`config.mk`:
```
export PLATFORM = sky130hd
export DESIGN_NAME = uri_percent_codec
export DESIGN_NICKNAME = d
export VERILOG_FILES = /design/src/upc_pkg.sv /design/src/uri_percent_codec.sv /design/src/upc_core.sv /design/src/upc_out_buf.sv
export SDC_FILE = /design/constraint.sdc
export NUM_CORES = 1
export LEC_CHECK = 0
export BUFFER_PORTS_ARGS = -buffer_cell sky130_fd_sc_hd__buf_2
export CELL_PAD_IN_SITES_DETAIL_PLACEMENT = 0
export CELL_PAD_IN_SITES_GLOBAL_PLACEMENT = 1
export CORE_ASPECT_RATIO = 0.5
export CORE_MARGIN = 3
export CORE_UTILIZATION = 45
export CTS_CLUSTER_SIZE = 16
export DETAILED_ROUTE_END_ITERATION = 8
export PLACE_DENSITY_LB_ADDON = 0.2
export SYNTH_ARGS = -nofsm -noshare
export SYNTH_HDL_FRONTEND = slang
export SYNTH_SLANG_ARGS = --single-unit
```
`constraint.sdc`:
```
create_clock -name clk -period 5.65 [get_ports clk]
set_input_delay 0.8475 -clock clk [delete_from_list [all_inputs] [get_ports clk]]
set_output_delay 0.8475 -clock clk [all_outputs]
set_load 0.01 [all_outputs]
```
`src/upc_pkg.sv`:
```
// shared types, codes and character helpers for the uri percent codec
package upc_pkg;

  localparam logic [1:0] MODE_ENCODE    = 2'd0;
  localparam logic [1:0] MODE_DECODE    = 2'd1;
  localparam logic [1:0] MODE_DECODE_UR = 2'd2;
  localparam logic [1:0] MODE_NORMALISE = 2'd3;

  localparam logic [1:0] PH_IDLE = 2'd0;
  localparam logic [1:0] PH_PCT  = 2'd1;
  localparam logic [1:0] PH_HEX1 = 2'd2;

  localparam logic [7:0] CH_PERCENT = 8'h25;
  localparam logic [7:0] HEX_SKEW   = 8'd39;

  typedef struct packed {
    logic [7:0] data;
    logic       has;
    logic       last;
    logic       trunc;
  } res_t;

  typedef struct packed {
    logic [1:0] count;
    res_t       r0;
    res_t       r1;
    res_t       r2;
  } res_set_t;

  function automatic logic is_unreserved(input logic [7:0] c);
    return (c >= 8'h41 && c <= 8'h5a) || (c >= 8'h61 && c <= 8'h7a) ||
           (c >= 8'h30 && c <= 8'h39) || c == 8'h2d || c == 8'h2e ||
           c == 8'h5f || c == 8'h7e;
  endfunction

  function automatic logic [7:0] to_lower(input logic [7:0] c);
    return (c >= 8'h41 && c <= 8'h5a) ? c + 8'd32 : c;
  endfunction

  function automatic logic [7:0] to_upper(input logic [7:0] c);
    return (c >= 8'h61 && c <= 8'h7a) ? c - 8'd32 : c;
  endfunction

  function automatic logic [7:0] nibble_of(input logic [7:0] c);
    logic [7:0] d;
    d = to_lower(c) - 8'h30;
    if (d > 8'd9 && d < 8'd128) d = d - HEX_SKEW;
    return d;
  endfunction

  function automatic logic [7:0] hex_char(input logic [3:0] n);
    return (n < 4'd10) ? 8'h30 + {4'd0, n} : 8'h37 + {4'd0, n};
  endfunction

endpackage

```
`src/uri_percent_codec.sv`:
```
// top level of the uri percent codec: input register, core and result buffer
//
// Byte-stream percent codec for URI text. The input channel (in_valid,
// in_stall, in_byte, in_last) carries one character per transaction, with
// in_last on the final character of a string. The output channel (out_valid,
// out_stall, out_byte, has_byte, out_last, truncated) carries one result
// character per transaction; a bare end marker (has_byte 0, truncated 1)
// closes a string that ended inside an escape.
// The mode register is written over cfg_valid/cfg_ready/cfg_mode: 0 encode,
// 1 decode, 2 decode unreserved only, 3 normalise. The user must write it
// only while the block is idle; the block itself does not enforce this.
// A character passes the input register and then the result buffer, which
// sends one result per cycle while the receiver does not stall. A character
// gives one result, none or a triple, and the next loads as its last leaves.
// Reset clears the mode to encode, drops any pending escape and empties
// both the input register and the result buffer. While the receiver
// stalls, the current result holds and in_stall rises once the input
// register is occupied and the result buffer cannot take its results.
module uri_percent_codec import upc_pkg::*; (
  input  logic       clk,
  input  logic       rst,
  input  logic       cfg_valid,
  output logic       cfg_ready,
  input  logic [1:0] cfg_mode,
  input  logic       in_valid,
  output logic       in_stall,
  input  logic [7:0] in_byte,
  input  logic       in_last,
  output logic       out_valid,
  input  logic       out_stall,
  output logic [7:0] out_byte,
  output logic       has_byte,
  output logic       out_last,
  output logic       truncated
);

  logic [1:0] mode;
  logic       a_valid;
  logic [7:0] a_byte;
  logic       a_last;
  logic       a_move;
  logic       can_load;
  res_set_t   res_set;

  assign cfg_ready = 1'b1;
  assign a_move    = a_valid && can_load;
  assign in_stall  = a_valid && !a_move;

  always_ff @(posedge clk) begin
    if (rst) begin
      mode <= MODE_ENCODE;
    end else if (cfg_valid && cfg_ready) begin
      mode <= cfg_mode;
    end
  end

  always_ff @(posedge clk) begin
    if (rst) begin
      a_valid <= 1'b0;
    end else if (!in_stall) begin
      a_valid <= in_valid;
    end
  end

  always_ff @(posedge clk) begin
    if (in_valid && !in_stall) begin
      a_byte <= in_byte;
      a_last <= in_last;
    end
  end

  upc_core u_core (
    .clk       (clk),
    .rst       (rst),
    .mode      (mode),
    .step      (a_move),
    .item_byte (a_byte),
    .item_last (a_last),
    .res_set   (res_set)
  );

  upc_out_buf u_out_buf (
    .clk       (clk),
    .rst       (rst),
    .load      (a_move),
    .res_set   (res_set),
    .can_load  (can_load),
    .out_valid (out_valid),
    .out_stall (out_stall),
    .out_byte  (out_byte),
    .has_byte  (has_byte),
    .out_last  (out_last),
    .truncated (truncated)
  );

  // stall only while a character waits in the input register
  assert property (@(posedge clk) disable iff (rst) in_stall |-> a_valid)
    else $error("in_stall without a held character");

  // a truncation marker carries no character and closes the string
  assert property (@(posedge clk) disable iff (rst)
    (out_valid && truncated) |-> (!has_byte && out_last && out_byte == 8'd0))
    else $error("malformed truncation marker");

  // a character held in the input register moves on once the buffer drains
  assert property (@(posedge clk) disable iff (rst)
    (a_valid && !out_valid) |-> a_move)
    else $error("input register stuck with an empty result buffer");

endmodule

```
`src/upc_core.sv`:
```
// escape tracking state and per-character result computation
module upc_core import upc_pkg::*; (
  input  logic       clk,
  input  logic       rst,
  input  logic [1:0] mode,
  input  logic       step,
  input  logic [7:0] item_byte,
  input  logic       item_last,
  output res_set_t   res_set
);

  logic [1:0] phase, phase_next;
  logic [7:0] first_hex, first_hex_next;
  logic [7:0] hi, lo, dec;

  always_comb begin
    hi  = nibble_of(first_hex);
    lo  = nibble_of(item_byte);
    dec = {hi[3:0], 4'd0} | lo;
  end

  always_comb begin
    phase_next     = phase;
    first_hex_next = first_hex;
    res_set        = '0;
    if (mode == MODE_ENCODE) begin
      phase_next = PH_IDLE;
      if (is_unreserved(item_byte)) begin
        res_set.count = 2'd1;
        res_set.r0    = '{item_byte, 1'b1, item_last, 1'b0};
      end else begin
        res_set.count = 2'd3;
        res_set.r0    = '{CH_PERCENT, 1'b1, 1'b0, 1'b0};
        res_set.r1    = '{hex_char(item_byte[7:4]), 1'b1, 1'b0, 1'b0};
        res_set.r2    = '{hex_char(item_byte[3:0]), 1'b1, item_last, 1'b0};
      end
    end else if (phase == PH_PCT) begin
      first_hex_next = item_byte;
      phase_next     = PH_HEX1;
      if (item_last) begin
        phase_next    = PH_IDLE;
        res_set.count = 2'd1;
        res_set.r0    = '{8'd0, 1'b0, 1'b1, 1'b1};
      end
    end else if (phase == PH_HEX1) begin
      phase_next = PH_IDLE;
      if (mode == MODE_DECODE || (mode == MODE_DECODE_UR && is_unreserved(dec))) begin
        res_set.count = 2'd1;
        res_set.r0    = '{dec, 1'b1, item_last, 1'b0};
      end else begin
        res_set.count = 2'd3;
        res_set.r0    = '{CH_PERCENT, 1'b1, 1'b0, 1'b0};
        res_set.r1    = '{to_upper(first_hex), 1'b1, 1'b0, 1'b0};
        res_set.r2    = '{to_upper(item_byte), 1'b1, item_last, 1'b0};
      end
    end else if (item_byte == CH_PERCENT) begin
      phase_next = PH_PCT;
      if (item_last) begin
        phase_next    = PH_IDLE;
        res_set.count = 2'd1;
        res_set.r0    = '{8'd0, 1'b0, 1'b1, 1'b1};
      end
    end else begin
      phase_next    = PH_IDLE;
      res_set.count = 2'd1;
      res_set.r0    = '{item_byte, 1'b1, item_last, 1'b0};
    end
  end

  always_ff @(posedge clk) begin
    if (rst) begin
      phase     <= PH_IDLE;
      first_hex <= 8'd0;
    end else if (step) begin
      phase     <= phase_next;
      first_hex <= first_hex_next;
    end
  end

endmodule

```
`src/upc_out_buf.sv`:
```
// result register that holds up to three results and sends one per cycle while out_stall is low
module upc_out_buf import upc_pkg::*; (
  input  logic       clk,
  input  logic       rst,
  input  logic       load,
  input  res_set_t   res_set,
  output logic       can_load,
  output logic       out_valid,
  input  logic       out_stall,
  output logic [7:0] out_byte,
  output logic       has_byte,
  output logic       out_last,
  output logic       truncated
);

  logic [1:0] rem;
  res_t       e0, e1, e2;
  logic       fire;

  assign fire      = (rem != 2'd0) && !out_stall;
  assign can_load  = (rem == 2'd0) || (rem == 2'd1 && fire);
  assign out_valid = (rem != 2'd0);
  assign out_byte  = e0.data;
  assign has_byte  = e0.has;
  assign out_last  = e0.last;
  assign truncated = e0.trunc;

  always_ff @(posedge clk) begin
    if (rst) begin
      rem <= 2'd0;
    end else if (load && can_load) begin
      rem <= res_set.count;
    end else if (fire) begin
      rem <= rem - 2'd1;
    end
  end

  always_ff @(posedge clk) begin
    if (load && can_load) begin
      e0 <= res_set.r0;
      e1 <= res_set.r1;
      e2 <= res_set.r2;
    end else if (fire) begin
      e0 <= e1;
      e1 <= e2;
    end
  end

endmodule

```
==> flow_metrics.py, run 1 <==
metrics = {
    "timing": {
        "worst_pin_slew_ps": 1070,
        "hold_viol": 0,
        "fin_crit_ps": 5320,
        "fin_crit_sh_pct": 94.1,
        "maxSlewViolCount": 0,
        "fmax_mhz": 188,
        "holdWs_ps": 529,
        "tns_ps": 0,
        "fin_skew_ps": 3.83,
        "rsz0062_at_grt": "no",
        "slew_headroom_pct": 28.0,
        "setup-violations-final": 0,
    },
    "route": {
        "drt-total-wl_um": 11800,
        "dr.pass1.iters": 5,
        "drt_first_iter_violations": 415,
        "drtAntennaViolNets": 0,
        "vias": 3736,
        "avgViaCountPerCell": 6.10,
        "avgRoutedWirePerCell_um": 19.4,
        "drc": 0,
    },
    "die": {
        "die_h_um": 74.6,
        "core-area_mm2": 0.00892,
        "die_x_um": 143,
        "die_area_mm2": 0.0107,
        "start_util_pct": 47.5,
        "rows": 24,
        "pin_count": 30,
    },
    "global_routing": {
        "grt_use_met3_pct": 5.90,
        "grt_max_degree": 36,
        "grt_pass1_wl_um": 18600,
        "antenna_found_initial": 0,
        "use_met1_pct": 33.7,
        "grt_busiest_layer": "met1",
        "grt.total_usage_pct": 22.5,
        "grt_pass1_vias": 3327,
        "grt_use_met2_pct": 33.1,
        "grt_overflow": 0,
    },
    "synthesis": {
        "yosys_warnings": 0,
        "ys.flop_type": "edfxtp_1",
        "synthArstFlopShare_pct": 0,
        "ys_ff_latch": 55,
        "ys_top_cells_by_area": "edfxtp_1 (28%), ha_1 (8.0%), dfxtp_1 (7.1%)",
        "netlist_instances": 479,
        "synth.distinct_cells": 79,
        "synth_area_mm2": 0.00424,
        "synth_edf_count": 40,
        "ys_seq_area_share_pct": 35.4,
        "syn_nets": 522,
        "syn_avg_cell_area_um2": 8.84,
        "yosys.area.top_type_share_pct": 28.4,
        "synth_area_leader_cell": "edfxtp_1",
    },
    "clock_network": {
        "clk_path_buf_depth": 2,
        "htree_levels": 2,
        "cts_root_buf": "clkbuf_16",
        "cts_tree": "yes",
        "clk_pin_slew_ps": 80,
        "clkLatencyLatePin_ps": 300,
        "clock-sinks": 55,
        "cts_buffers": 5,
        "hold_buffers": 0,
    },
    "worst_setup_path": {
        "end_kind": "flop",
        "worstPathBufferInverterCount": 1,
        "worstSetupPathType": "reg2reg",
        "critPathTopFamily": "compound AO/OA/AOI/OAI gates",
        "required_ps": 5710,
        "worstSetupStartpointType": "flop",
        "cp.arrival_ps": 5380,
        "worstPathMaxFanout": 14,
        "critPathSlowestCell": "or4_1",
        "critical-path-max-stage-delay_ps": 450,
        "crit_path_cell_trace": "clkinv_1 > ha_1 > nor4b_4 > a211oi_2 > nand2_1 > xnor2_1 > ha_1 > nor2_1 > a31oi_1 > o311ai_4 > a211oi_1 > xnor2_1 > or4_1 > or3_4 > and3_1 > o21ai_4 > o21ba_1",
    },
    "min_path": {
        "hp-class": "reg2reg",
    },
    "placement": {
        "dpl.hpwl_um": 8620,
        "portBuffers": 28,
        "place_inst": 604,
        "gp_congestion": 0.884,
    },
    "pwr": {
        "seqPwrFrac_pct": 41.6,
        "p_int_uw": 838,
        "ir_drop_v": 0.000119,
        "power.share.combinational_pct": 33.2,
        "power.density_mw_per_mm2": 280,
        "finalPower_mw": 1.30,
        "swShare_pct": 35.4,
        "p_sw_uw": 459,
        "clkPwrFrac_pct": 25.3,
        "p_leak_nw": 1.78,
    },
    "cells_and_area": {
        "nets": 537,
        "drive_above_1_share_pct": 13.5,
        "syn_to_final_growth_pct": 9.18,
        "stdcell_count": 612,
        "insertedDiodeCount": 0,
    },
    "flow_run": {
        "maxCapViolCount": 0,
    },
    "outcome": {
        "status": "finished clean",
    },
}
-- layout by cell type (no fill, tap or decap), types with 5 or more instances in the layout --
cell / Yosys / layout
xnor2_1: 7 / 7
a211oi_1: 6 / 6
o211ai_1: 6 / 6
a21oi_1: 36 / 36
edfxtp_1: 40 / 40
buf_4: 2 / 12
ha_1: 27 / 27
nor2b_1: 9 / 9
nor2_1: 49 / 49
nand3_1: 10 / 10
clkbuf_16: 0 / 5
buf_2: 4 / 28
and3_1: 8 / 8
nand3b_1: 5 / 5
nor3_1: 15 / 15
o22ai_1: 7 / 7
nand2_1: 32 / 32
o21ai_1: 10 / 10
inv_1: 24 / 24
a31oi_1: 11 / 11
dfxtp_1: 15 / 15
mux2i_1: 10 / 9
o21ai_0: 24 / 23
-- synth_stat cells, drive strengths merged (9+ instances only) --
| cell type | count |
|---|---|
| ha | 27 |
| mux2i | 10 |
| clkbuf | 22 |
| edfxtp | 40 |
| dfxtp | 15 |
| buf | 10 |
| a31oi | 11 |
| a21oi | 37 |
| nor2b | 9 |
| o21ai | 35 |
| inv | 25 |
| nand2 | 32 |
| nor3 | 15 |
| nand3 | 10 |
| nor2 | 49 |
-- metrics by stage --
| stage | util, % | worst slack, ps | area (um^2) |
|---|---|---|---|
| 2_1_floorplan | - | 510 | 4240 |
| 3_3_place_gp | 50.1 | 556 | 4470 |
| 3_5_place_dp | 50.1 | 387 | 4470 |
| 4_1_cts | 51.8 | 354 | 4620 |
| 5_1_grt | 51.9 | 1.69 | 4630 |
| 6_report | 51.9 | 332 | 4630 |
-- layer usage --
layer	part of all wire [%]	routed length [um]
met5	0	0
met2	42	4940
met3	7.3	861
met4	1.1	133
met1	50	5910
-- power by group through the flow --
| stage | Clock (mW) | Sequential (mW) | Combinational [mW] |
|---|---|---|---|
| 2_1_floorplan | 0 | 0.552 | 0.293 |
| 3_3_place_gp | 0 | 0.548 | 0.420 |
| 3_5_place_dp | 0 | 0.549 | 0.422 |
| 4_1_cts | 0.333 | 0.540 | 0.424 |
| 5_1_grt | 0.346 | 0.545 | 0.473 |
| 6_report | 0.328 | 0.539 | 0.430 |
-- registers in the layout, summed over array words and instances (netlist names) --
signal               count
u_out_buf.e1            10
u_out_buf.e2            10
a_byte                   8
u_core.first_hex         8
u_out_buf.out_byte       8
mode                     2
u_core.phase             2
u_out_buf.rem            2
a_last                   1
a_valid                  1
u_out_buf.has_byte       1
u_out_buf.out_last       1
u_out_buf.truncated      1
-- cells by family after synthesis --
group | after synthesis | synth area share (%)
buf+inv | 58 | 5.79
flops | 55 | 35.4
fa+ha+maj | 27 | 7.97
compound gates | 158 | 27.0
other cells | 1 | 0.0885
simple gates | 159 | 19.0
xor+xnor | 10 | 2.07
mux | 11 | 2.63
-- worst reg2reg max path, cell delays in order, from the launching register on --
cell and delay (ps):
edfxtp_1 350, clkinv_1 260, ha_1 390, nor4b_4 180, a211oi_2 350, nand2_1 110, xnor2_1 300, ha_1 310
nor2_1 70, a31oi_1 260, o311ai_4 190, a211oi_1 370, xnor2_1 140, or4_1 460, or3_4 440, and3_1 280
o21ai_4 420, o21ba_1 220
-- final cells by class --
cell class / instances / area (um^2)
Multi-Input combinational cell: 366 / 2500
Fill cell: 875 / 4290
Clock inverter: 3 / 27.5
Inverter: 26 / 97.6
Timing Repair Buffer: 40 / 230
Tap cell: 117 / 146
Sequential cell: 55 / 1500
Clock buffer: 5 / 125
-- timing repair --
action	in CTS	in global routing
endpoints found under the setup margin	0	12
buffers inserted	0	0
resized for setup	0	1
-- worst paths after layout --
kind              startpoint                to  slack (ps)  cells after the start
max                a_byte[1]  u_out_buf.e2[10]         330                     17
min          u_out_buf.e2[1]   u_out_buf.e1[1]         530                      1
max reg2reg        a_byte[1]  u_out_buf.e2[10]         330                     17
min reg2reg  u_out_buf.e2[1]   u_out_buf.e1[1]         530                      1
Power figures use the tool's default switching activity.
==> run 2, diff against run 1 <==
--- a/config.mk
+++ b/config.mk
@@ -6,10 +6,11 @@
 export NUM_CORES = 1
 export LEC_CHECK = 0
 export BUFFER_PORTS_ARGS = -buffer_cell sky130_fd_sc_hd__buf_2
+export CAP_MARGIN = 20
 export CELL_PAD_IN_SITES_DETAIL_PLACEMENT = 0
 export CELL_PAD_IN_SITES_GLOBAL_PLACEMENT = 1
 export CORE_ASPECT_RATIO = 0.5
-export CORE_MARGIN = 3
+export CORE_MARGIN = 2
 export CORE_UTILIZATION = 45
 export CTS_CLUSTER_SIZE = 16
 export DETAILED_ROUTE_END_ITERATION = 8
==> run 2 against run 1 <==
Net effect: wire length fell by 0.67%; register-to-register slack improved by 20 ps; die area fell by 4.0%; via count rose by 0.88%; combinational power rose by 2%; total power rose by 0.77%; utilization rose by 0.42 points; worst hold slack got worse by 1.5 ps.
==> flow_metrics.py, run 2 (synthesis gave the netlist of run 1 again) <==
metrics = {
    "outcome": {
        "status": "finished clean",
    },
    "timing": {
        "tns_ps": 0,
        "fin_skew_ps": 6.63,
        "fmax_mhz": 189,
        "maxSlewViolCount": 0,
        "setup-violations-final": 0,
        "fin_crit_sh_pct": 93.8,
        "worst_pin_slew_ps": 954,
        "hold_viol": 0,
        "fin_crit_ps": 5300,
        "rsz0062_at_grt": "no",
        "slew_headroom_pct": 36.3,
    },
    "global_routing": {
        "grt_overflow": 0,
        "grt_pass1_wl_um": 18600,
        "antenna_found_initial": 0,
        "grt.total_usage_pct": 23.5,
        "grt_max_degree": 32,
        "grt_pass1_vias": 3388,
    },
    "clock_network": {
        "htree_levels": 2,
        "cts_tree": "yes",
        "hold_buffers": 0,
        "clkLatencyLatePin_ps": 300,
        "cts_buffers": 5,
        "clk_path_buf_depth": 2,
        "cts_root_buf": "clkbuf_16",
        "clock-sinks": 55,
        "clk_pin_slew_ps": 80,
    },
    "cells_and_area": {
        "reg_top3": "u_out_buf.e1 (10), u_out_buf.e2 (10)",
        "insertedDiodeCount": 0,
        "stdcell_count": 615,
        "seq_area_mm2": 0.00150,
        "syn_to_final_growth_pct": 10.1,
        "fill_cells": 843,
        "final_cell_mix": "nor2_1 (49), edfxtp_1 (40), a21oi_1 (36)",
        "final_core_util_pct": 52.3,
        "multi_input_area_mm2": 0.00250,
        "drive_above_1_share_pct": 14.1,
        "nets": 540,
        "final_common_cell": "nor2_1",
    },
    "placement": {
        "place_inst": 604,
        "dpl.hpwl_um": 8450,
        "portBuffers": 28,
        "gp_congestion": 0.877,
    },
    "die": {
        "start_util_pct": 47.5,
        "die_h_um": 72.6,
        "core-area_mm2": 0.00892,
        "pin_count": 30,
        "rows": 24,
        "die_area_mm2": 0.0103,
        "die_x_um": 141,
    },
    "route": {
        "drc": 0,
        "drtAntennaViolNets": 0,
        "vias": 3769,
        "drt_first_iter_violations": 480,
        "drt-total-wl_um": 11800,
        "dr.pass1.iters": 6,
        "avgViaCountPerCell": 6.13,
        "avgRoutedWirePerCell_um": 19.1,
    },
    "worst_setup_path": {
        "worstReg2RegEnd": "u_out_buf.e2[10]",
        "reg2reg_from": "a_byte[1]",
        "required_ps": 5710,
        "end_kind": "flop",
        "worstSetupPathType": "reg2reg",
        "reg2reg_slack_ps": 350,
        "worstSetupStartpointType": "flop",
        "worstPathMaxFanout": 13,
        "reg2regPathDepth": 18,
        "cp.arrival_ps": 5360,
    },
    "min_path": {
        "hp-class": "reg2reg",
        "hold_start": "u_out_buf.e2[1]",
        "holdPathEnd": "u_out_buf.e1[1]",
        "min_delay_path_depth": 1,
    },
    "pwr": {
        "power.density_mw_per_mm2": 280,
        "ir_drop_v": 0.000132,
        "p_leak_nw": 1.80,
    },
    "flow_run": {
        "maxCapViolCount": 0,
    },
}
-- run 2: cell types whose count changed in the layout (fill, tap and decap cells not counted), sizes merged --
cell / previous run / this run
buf: 40 / 42
clkinv: 2 / 1
inv: 26 / 27
clkbuf: 5 / 6
-- run 2: timing repair --
action / 4_1_cts / 5_1_grt
endpoints found under the setup margin: 0 / 11
buffers inserted: 0 / 1
resized for setup: 0 / 1
-- run 2: power breakdown --
group,internal (mW),switching [mW]
combinational,0.161,0.278
clock,0.168,0.163
sequential,0.513,0.0232
-- run 2: how the worst max path moves through the flow --
stage,endpoint,from,cells after the start,slack [ps]
2_1_floorplan,u_out_buf.e1[2],a_byte[1],20,510
3_3_place_gp,u_out_buf.e2[10],a_byte[1],17,550
3_5_place_dp,u_out_buf.e2[10],a_byte[1],17,330
4_1_cts,u_out_buf.e2[10],a_byte[1],17,250
5_1_grt,u_out_buf.e2[10],a_byte[1],18,80
6_report,u_out_buf.e2[10],a_byte[1],18,350
-- run 2: cell type report --
| type | instances | area share, % |
|---|---|---|
| Clock buffer | 5 | 2.68 |
| Clock inverter | 3 | 0.537 |
| Inverter | 26 | 2.09 |
| Multi-Input combinational cell | 366 | 53.6 |
| Sequential cell | 55 | 32.2 |
| Tap cell | 117 | 3.14 |
| Timing Repair Buffer | 43 | 5.80 |
-- run 2: per-layer routing --
metal / up-vias / part of all wire, % / global-route usage [%]
met5: - / 0 / 0
met4: 0 / 1.0 / 4.44
met3: 14 / 8.1 / 4.72
met2: 161 / 42 / 35.7
met1: 1781 / 49 / 35.2
li1: 1813 / - / -
-- run 2: metrics by stage --
step                      power [mW]  hold slack, ps  area, um^2  setup slack [ps]
final                           1.31             528        4660               349
after global routing            1.38             555        4660              84.1
after CTS                       1.30             527        4620               246
after detailed placement       0.970             507        4470               331
after global placement         0.969             501        4470               553
after floorplan                0.845             493        4240               510
-- run 2: worst max-delay path, cell delays in order, from the launching register on --
cell and delay (ps):
edfxtp_1 350, clkinv_1 270, ha_1 380, nor4b_4 170, a211oi_2 360, nand2_1 120
xnor2_1 360, ha_1 330, nor2_1 80, a31oi_1 250, o311ai_4 190, a211oi_1 330
mux2i_2 440, mux2i_1 130, a2111o_1 480, and3_1 280, o21ai_4 220, buf_12 160
o21ba_1 150
==> run 3, diff against run 2 <==
--- a/config.mk
+++ b/config.mk
@@ -7,11 +7,11 @@
 export LEC_CHECK = 0
 export BUFFER_PORTS_ARGS = -buffer_cell sky130_fd_sc_hd__buf_2
 export CAP_MARGIN = 20
-export CELL_PAD_IN_SITES_DETAIL_PLACEMENT = 0
-export CELL_PAD_IN_SITES_GLOBAL_PLACEMENT = 1
+export CELL_PAD_IN_SITES_DETAIL_PLACEMENT = 1
+export CELL_PAD_IN_SITES_GLOBAL_PLACEMENT = 2
 export CORE_ASPECT_RATIO = 0.5
 export CORE_MARGIN = 2
-export CORE_UTILIZATION = 45
+export CORE_UTILIZATION = 38
 export CTS_CLUSTER_SIZE = 16
 export DETAILED_ROUTE_END_ITERATION = 8
 export PLACE_DENSITY_LB_ADDON = 0.2
==> run 3 against run 2 <==
Net effect: total power increased by 5.0%; clock skew down 0.59 ps; worst hold slack gained 12 ps; clock power up 13%; wire length increased by 19%; first-iteration DRC count shrank 37%.
==> flow_metrics.py, run 3 (synthesis gave the netlist of run 1 again) <==
metrics = {
    "die": {
        "start_util_pct": 38.8,
        "die_area_mm2": 0.0121,
        "die_h_um": 78.7,
        "die_x_um": 153,
        "pin_count": 30,
        "core-area_mm2": 0.0109,
        "rows": 27,
    },
    "timing": {
        "fin_crit_sh_pct": 92.8,
        "slew_headroom_pct": 32.5,
        "setup-violations-final": 0,
        "hold_viol": 0,
        "fmax_mhz": 191,
        "worst_pin_slew_ps": 1010,
        "tns_ps": 0,
        "rsz0062_at_grt": "no",
        "maxSlewViolCount": 0,
        "fin_crit_ps": 5240,
        "fin_skew_ps": 6.03,
    },
    "cells_and_area": {
        "final_cell_mix": "nor2_1 (49), edfxtp_1 (40), a21oi_1 (36)",
        "final_common_cell": "nor2_1",
        "reg_top3": "u_out_buf.e1 (10), u_out_buf.e2 (10)",
        "final_core_util_pct": 43.3,
        "nets": 543,
        "insertedDiodeCount": 0,
        "drive_above_1_share_pct": 14.4,
        "final_area_mm2": 0.00473,
        "syn_to_final_growth_pct": 11.5,
    },
    "clock_network": {
        "cts_buffers": 5,
        "clkLatencyLatePin_ps": 300,
        "hold_buffers": 0,
        "htree_levels": 2,
        "clk_pin_slew_ps": 80,
        "cts_root_buf": "clkbuf_16",
        "cts_tree": "yes",
        "post-cts-setup-buffer-count": 0,
        "cts_resized": 0,
        "clk_path_buf_depth": 2,
        "clock-sinks": 55,
    },
    "route": {
        "drt_first_iter_violations": 304,
        "avgViaCountPerCell": 6.00,
        "vias": 3876,
        "drt-total-wl_um": 14000,
        "drtAntennaViolNets": 0,
        "drc": 0,
        "dr.pass1.iters": 4,
        "avgRoutedWirePerCell_um": 21.7,
    },
    "worst_setup_path": {
        "reg2reg_from": "a_byte[5]",
        "reg2reg_slack_ps": 410,
        "worstSetupStartpointType": "flop",
        "worstPathMaxFanout": 15,
        "cp.arrival_ps": 5250,
        "worstReg2RegEnd": "u_out_buf.e1[2]",
        "required_ps": 5650,
        "reg2regPathDepth": 18,
        "worstSetupPathType": "reg2reg",
        "end_kind": "flop",
    },
    "pwr": {
        "p_leak_nw": 1.82,
        "finalPower_mw": 1.37,
        "ir_drop_v": 0.000103,
        "power.density_mw_per_mm2": 290,
    },
    "min_path": {
        "hold_start": "u_out_buf.e2[1]",
        "holdPathEnd": "u_out_buf.e1[1]",
        "hp-class": "reg2reg",
        "min_delay_path_depth": 1,
    },
    "placement": {
        "placed_cell_area_mm2": 0.00453,
        "gp_congestion": 0.842,
        "dpl.hpwl_um": 10300,
        "portBuffers": 28,
    },
    "outcome": {
        "status": "finished clean",
    },
    "global_routing": {
        "grt_pass1_wl_um": 22100,
        "grt_overflow": 0,
        "grt_pass1_vias": 3765,
        "grt_max_degree": 31,
        "grt.total_usage_pct": 23.7,
        "antenna_found_initial": 0,
    },
    "flow_run": {
        "maxCapViolCount": 0,
    },
}
## run 3: final cells by class
class / count / area [um^2]
fill: 1285 / 6190
multi-input combinational: 366 / 2500
sequential: 55 / 1500
timing repair buffer: 46 / 280
tap: 145 / 181
clock buffer: 6 / 129
inverter: 26 / 97.6
clock inverter: 2 / 38.8
## run 3: critical path, stage by stage (launching register included)
cell,delay [ps]
edfxtp_1,410
inv_2,270
ha_1,230
nor2b_1,60
a211oi_2,330
nand2_1,120
xnor2_1,340
ha_1,290
nand2_1,90
o21ai_1,260
o311ai_4,200
a21oi_2,200
buf_4,190
a21oi_1,100
or4_1,560
or3_4,430
and3_1,300
o21ai_4,410
a31oi_1,160
## run 3: routing by layer
layer	share of wire, %	routed length, um	vias up	global-route usage (%)
met1	52	7300	1960	35.7
met3	4.0	553	8	3.53
li1	-	-	1820	-
met4	0.49	68	0	3.52
met5	0	0	-	0
met2	43	6080	88	36.3
## run 3: stage by stage
| stage | hold WS, ps | setup slack [ps] | std cells |
|---|---|---|---|
| after floorplan | 493 | 510 | 479 |
| final | 540 | 407 | 646 |
| after global placement | 517 | 477 | 636 |
| after CTS | 540 | 318 | 644 |
| after detailed placement | 517 | 358 | 636 |
| after global routing | 567 | 44.7 | 646 |
## run 3: how the worst max path moves through the flow
stage / from / to / cells past startpoint
floorplan: a_byte[1] / u_out_buf.e1[2] / 20
global placement: a_byte[1] / u_out_buf.e2[10] / 17
detailed placement: a_byte[5] / u_out_buf.e1[2] / 17
CTS: a_byte[5] / u_out_buf.e1[2] / 17
global route: a_byte[4] / u_out_buf.e1[2] / 19
finish: a_byte[5] / u_out_buf.e1[2] / 18
## run 3: report_power, final
| group | internal [mW] | total [mW] | switching (mW) |
|---|---|---|---|
| registers | 0.514 | 0.538 | 0.0248 |
| logic | 0.165 | 0.459 | 0.293 |
| clock network | 0.212 | 0.375 | 0.163 |
| total | 0.891 | 1.37 | 0.481 |
